**config.mk**
```make
export PLATFORM = sky130hd
export DESIGN_NAME = nps_ctrl
export DESIGN_NICKNAME = d
export VERILOG_FILES = /design/src/rtl/nps_pkg.sv /design/src/rtl/nps_ctrl.sv
export SDC_FILE = /design/constraint.sdc
export NUM_CORES = 1
export LEC_CHECK = 0
export BUFFER_PORTS_ARGS = -buffer_cell sky130_fd_sc_hd__buf_2
export CAP_MARGIN = 20
export CORE_MARGIN = 1
export CORE_UTILIZATION = 50
export CTS_BUF_LIST = sky130_fd_sc_hd__clkbuf_2 sky130_fd_sc_hd__clkbuf_4 sky130_fd_sc_hd__clkbuf_8
export CTS_CLUSTER_SIZE = 14
export DETAILED_ROUTE_END_ITERATION = 12
export PLACE_DENSITY = 0.7
export SLEW_MARGIN = 25
export SYNTH_ARGS = -nofsm -noshare
export SYNTH_HDL_FRONTEND = slang
export SYNTH_SLANG_ARGS = --single-unit
```
**constraint.sdc**
```tcl
create_clock -name clk -period 6.8 [get_ports clk]
set_input_delay 0.34 -clock clk [delete_from_list [all_inputs] [get_ports clk]]
set_output_delay 0.34 -clock clk [all_outputs]
set_load 0.02 [all_outputs]
```
**src/rtl/nps_pkg.sv**
```systemverilog
// nps_pkg: shared widths, codes, reset values and control structs for the
// nearest point search block; no dependencies
`timescale 1ns / 1ps

package nps_pkg;

  localparam int COORD_W    = 24;
  localparam int THR_W      = 24;
  localparam int SQ_W       = 2 * COORD_W;
  localparam int DIST_W     = 50;
  localparam int INDEX_W    = 10;
  localparam int STATUS_W   = 3;
  localparam int CMD_W      = 2;
  localparam int CFG_IDX_W  = 2;
  localparam int CFG_DATA_W = 50;

  localparam int MAX_POINTS_DEF = 1024;

  // 0.00001 in Q0.24 and 1.1^2 in Q2.48
  localparam logic [THR_W-1:0]  DUP_THR_RST = 24'd168;
  localparam logic [DIST_W-1:0] BOUND_RST   = 50'd340584721819893;

  // commands of an input word
  localparam logic [CMD_W-1:0] CMD_LOAD  = 2'd0;
  localparam logic [CMD_W-1:0] CMD_QUERY = 2'd1;
  localparam logic [CMD_W-1:0] CMD_CLEAR = 2'd2;

  // status codes of a result word
  typedef logic [STATUS_W-1:0] status_t;
  localparam status_t STS_STORED  = 3'd0;
  localparam status_t STS_DUP     = 3'd1;
  localparam status_t STS_FULL    = 3'd2;
  localparam status_t STS_QUERY   = 3'd3;
  localparam status_t STS_CLEARED = 3'd4;

  // configuration register indexes
  localparam logic [CFG_IDX_W-1:0] CFG_DUP_THR = 2'd0;
  localparam logic [CFG_IDX_W-1:0] CFG_BOUND   = 2'd1;

  // controller to datapath
  typedef struct packed {
    logic    start;
    logic    rd_en;
    logic    commit;
    logic    store;
    status_t status;
  } nps_cmd_t;

  // datapath to controller
  typedef struct packed {
    logic busy;
    logic dup_hit;
    logic out_free;
  } nps_stat_t;

endpackage

```
**src/rtl/nps_ctrl.sv**
```systemverilog
// nps_ctrl: sequencer of the nearest point search block; owns the point count
// and the scan address; depends on nps_pkg
`timescale 1ns / 1ps

module nps_ctrl import nps_pkg::*; #(
  parameter int MAX_POINTS = MAX_POINTS_DEF,
  localparam int IDX_W = $clog2(MAX_POINTS),
  localparam int CNT_W = $clog2(MAX_POINTS + 1)
) (
  input  logic             clk,
  input  logic             rst,
  input  logic             in_valid,
  input  logic [CMD_W-1:0] in_command,
  output logic             in_ready,
  output nps_cmd_t         cmd,
  output logic [IDX_W-1:0] rd_addr,
  output logic [IDX_W-1:0] wr_addr,
  input  nps_stat_t        stat
);

  typedef enum logic [3:0] {
    ST_IDLE  = 4'b0001,
    ST_SCAN  = 4'b0010,
    ST_DRAIN = 4'b0100,
    ST_DONE  = 4'b1000
  } state_t;

  state_t           state, state_next;
  logic [CMD_W-1:0] op, op_next;
  logic [CNT_W-1:0] count, count_next;
  logic [IDX_W-1:0] addr, addr_next;
  logic             full;

  assign full     = (count == CNT_W'(MAX_POINTS));
  assign rd_addr  = addr;
  assign wr_addr  = count[IDX_W-1:0];
  assign in_ready = (state == ST_IDLE) && !rst;

  always_comb begin
    state_next = state;
    op_next    = op;
    count_next = count;
    addr_next  = addr;
    cmd        = '0;
    case (state)
      ST_IDLE: begin
        if (in_valid) begin
          op_next = in_command;
          case (in_command)
            CMD_LOAD, CMD_QUERY: begin
              cmd.start  = 1'b1;
              addr_next  = '0;
              state_next = (count == '0) ? ST_DRAIN : ST_SCAN;
            end
            CMD_CLEAR: begin
              state_next = ST_DONE;
            end
            default: ;  // unused command, dropped
          endcase
        end
      end
      ST_SCAN: begin
        cmd.rd_en = 1'b1;
        addr_next = addr + IDX_W'(1);
        if (CNT_W'(addr) == count - CNT_W'(1)) begin
          state_next = ST_DRAIN;
        end
      end
      ST_DRAIN: begin
        if (!stat.busy) begin
          state_next = ST_DONE;
        end
      end
      ST_DONE: begin
        if (stat.out_free) begin
          cmd.commit = 1'b1;
          state_next = ST_IDLE;
          case (op)
            CMD_CLEAR: begin
              cmd.status = STS_CLEARED;
              count_next = '0;
            end
            CMD_QUERY: begin
              cmd.status = STS_QUERY;
            end
            default: begin
              if (stat.dup_hit) begin
                cmd.status = STS_DUP;
              end else if (full) begin
                cmd.status = STS_FULL;
              end else begin
                cmd.status = STS_STORED;
                cmd.store  = 1'b1;
                count_next = count + CNT_W'(1);
              end
            end
          endcase
        end
      end
      default: begin
        state_next = ST_IDLE;
      end
    endcase
  end

  always_ff @(posedge clk) begin
    op <= op_next;
    if (rst) begin
      state <= ST_IDLE;
      count <= '0;
      addr  <= '0;
    end else begin
      state <= state_next;
      count <= count_next;
      addr  <= addr_next;
    end
  end

  a_count_range: assert property (@(posedge clk) disable iff (rst)
    count <= CNT_W'(MAX_POINTS))
    else $error("point count above table depth");

  a_store_room: assert property (@(posedge clk) disable iff (rst)
    cmd.store |-> !full)
    else $error("store into a full table");

  a_drain_exit: assert property (@(posedge clk) disable iff (rst)
    (state == ST_DRAIN && !stat.busy) |=> (state == ST_DONE))
    else $error("drain did not finish once pipeline emptied");

endmodule

```
==> metrics.yaml <==
clock_tree:
  post_cts_buffers: 0
  htreeDepth: 1
  cts_hold_buffers: 0
  clock_path_buffers: 2
  cts_inserted_buffers: 3
  root_buffer: "clkbuf_8"
  clock-sinks: 27
  cts_resized: 0
  clock_latency_ns: 0.28
  cts_tree: "done"
  clk_pin_slew_ns: 0.09
finish:
  finalNetCount: 284
  fillCellCount: 372
  finish.utilization: 0.568
  antennaDiodeCount: 0
  regArea_um2: 561
  area_delta_synth_final_pct: 7.58
  drive_gt1_frac: 0.182
  multi_input_area_mm2: 0.00123
global_routing:
  gr-usage-met2: 0.368
  grt_use_met1: 0.289
  grt_busiest_layer: "met2"
  grt.overflow.total: 0
  track_usage: 0.221
  grt_pass1_wl_um: 7270
  grt_max_degree: 18
  grt_pass1_vias: 1628
  gr-usage-met3: 0.0423
  antenna_found_initial: 0
detailed_routing:
  drcViolationCount: 0
  dr.pass1.iters: 4
  drtIter0Drc: 106
  drt_wl_total_um: 4360
  vias: 1759
  postRouteAntennaNets: 0
  vias_per_cell: 5.55
  wl_per_cell_um: 13.8
die:
  core_mm2: 0.00372
  num_rows: 22
  die_y_um: 64.7
  die_width_um: 64.7
  initial_utilization: 0.528
  top_level_ports: 36
  dieArea_mm2: 0.00418
logic_synthesis:
  syn_area_mm2: 0.00196
  synth_edf_count: 2
  synthCells: 254
  ys_warn_count: 0
  synth_nets: 268
  yosysTopAreaCell: "dfxtp_1"
  syn_area_per_cell_um2: 7.73
  yosysUniqueCellTypes: 49
  synth-seq-cells: 27
  async_reset_ff_frac: 0
  ys_seq_area_frac: 0.286
  synth_area_leaders: "dfxtp_1 25%, xnor2_1 9.4%, nor2_1 6.9%"
  synth_top_cell_area_share: 0.255
  synth_top_flop_cell: "dfxtp_1"
hold_path:
  hp-class: "in -> reg"
  hold_path.startpoint: "in_command[0]"
worst_setup_path:
  crit_type: "reg -> out"
  startpoint: "count[0]$_SDFFE_PP0P_"
  critPathTopFamily: "simple AND/OR/NAND/NOR gates"
  cp_slowest_cell: "or4b_2"
  start_kind: "register"
  path_cells: "inv_1 > ha_1 > nor3b_1 > nand3_1 > or4b_2 > a21oi_1 > buf_2"
  slowest_delay_ns: 0.65
  critPathCaptureType: "output port"
  path_max_fanout: 9
  path_buf_inv: 2
  worst_ep_arrival_time_ns: 2.85
  cp_data_required_time_ns: 6.46
  timing.rr.start: "count[0]$_SDFFE_PP0P_"
timing:
  rsz0062_at_grt: "no"
  fin_setup_tns_ns: 0
  slew_headroom: 0.533
  slew_viol_final: 0
  finalCritPeriodShare: 0.470
  hold_viol: 0
  fin_crit_ns: 3.19
  setup_violations: 0
  worstMarginPinSlew_ns: 0.694
  fmax_mhz: 313
  skew_ns: 0.00364
place:
  dp_hpwl_um: 3240
  finalWeightedCongestion: 0.891
  place.port_buffers: 35
run_status:
  status: "complete, no violations"
pwr:
  powerDensity_mw_per_mm2: 155
  ir_drop_v: 0.0000783
  power_leakage_uw: 0.000860
job:
  timing.max_cap.violations: 0
[power breakdown]
part	total (uW)	switching [uW]	internal, uW
clock	97.4	51.3	46.1
combinational	55.8	32.0	23.8
sequential	174	8.85	166
total	328	92.2	235
[metal layers]
metal / vias up / share of wire
li1: 903 / -
met2: 40 / 0.47
met3: 5 / 0.036
met1: 811 / 0.49
met4: 0 / 0.0087
met5: - / 0
[cell type report]
class / count / share of cell area
clock buffer: 4 / 0.0231
inverter: 11 / 0.0195
multi-input combinational: 192 / 0.581
sequential: 27 / 0.265
tap: 48 / 0.0284
timing repair buffer: 35 / 0.0829
[synthesized netlist by cell type (2+ instances only)]
library cell  instances
xnor2_1              21
nor3_1               10
nand3_1               8
buf_4                11
dfxtp_1              25
a211oi_1              3
clkbuf_1             10
nor3b_1               4
or3b_2                2
and2_1                2
xor2_1                7
o22ai_1               2
buf_2                 2
inv_1                11
o21a_1                3
nor2b_1               3
ha_1                  6
edfxtp_1              2
mux2i_1               3
nor2_1               36
nand4_1               5
or4b_2                3
a21boi_0              2
o2111ai_1             2
and3_1                4
nand2_1              18
nand2b_1              6
o21ai_0               9
a21oi_1               8
or3_1                 4
nor4_1                4
[flip-flops by register name, summed over array words and instances (netlist names)]
name and count:
count 11, rd_addr 10, state 4, op 2
[kinds of logic (layout without fill, tap and decap cells)]
logic type / count (synthesis) / count (layout) / synth area share
fa+ha+maj: 6 / 6 / 0.0382
simple gates: 114 / 114 / 0.301
xor+xnor: 28 / 28 / 0.125
buf+inv: 35 / 50 / 0.0899
compound gates: 41 / 41 / 0.145
mux: 3 / 3 / 0.0153
flops: 27 / 27 / 0.286
[stage by stage]
step / worst slack [ns] / instance area, um2 / hold WS [ns] / power [uW] / std cells
floorplan: 4.10 / 1960 / 0.439 / 222 / 254
global placement: 3.98 / 2060 / 0.526 / 234 / 313
detailed placement: 3.94 / 2060 / 0.549 / 234 / 313
CTS: 3.61 / 2110 / 0.262 / 330 / 317
global route: 3.32 / 2110 / 0.252 / 348 / 317
finish: 3.61 / 2110 / 0.267 / 328 / 317
[worst paths after layout]
path	slack, ns	cells after the start	endpoint
hold / removal	0.27	1	op[0]$_DFFE_PP_
hold reg to reg	0.56	2	rd_addr[1]$_SDFFE_PP0P_
setup reg to reg	4.03	8	count[9]$_SDFFE_PP0P_
setup / recovery	3.61	7	cmd[1]
[cells in the final DEF (no fill, tap or decap), types with 4 or more instances in the layout]
cell,count
nand2b_1,6
nand2_1,18
and3_1,4
o21ai_0,9
dfxtp_1,25
ha_1,6
inv_1,11
nor3_1,10
nand3_1,8
buf_2,35
nor3b_1,4
or3_1,4
xnor2_1,21
nor2_1,36
a21oi_1,8
nor4_1,4
nand4_1,5
xor2_1,7
Note: power is estimated with default switching activity, not from simulation.
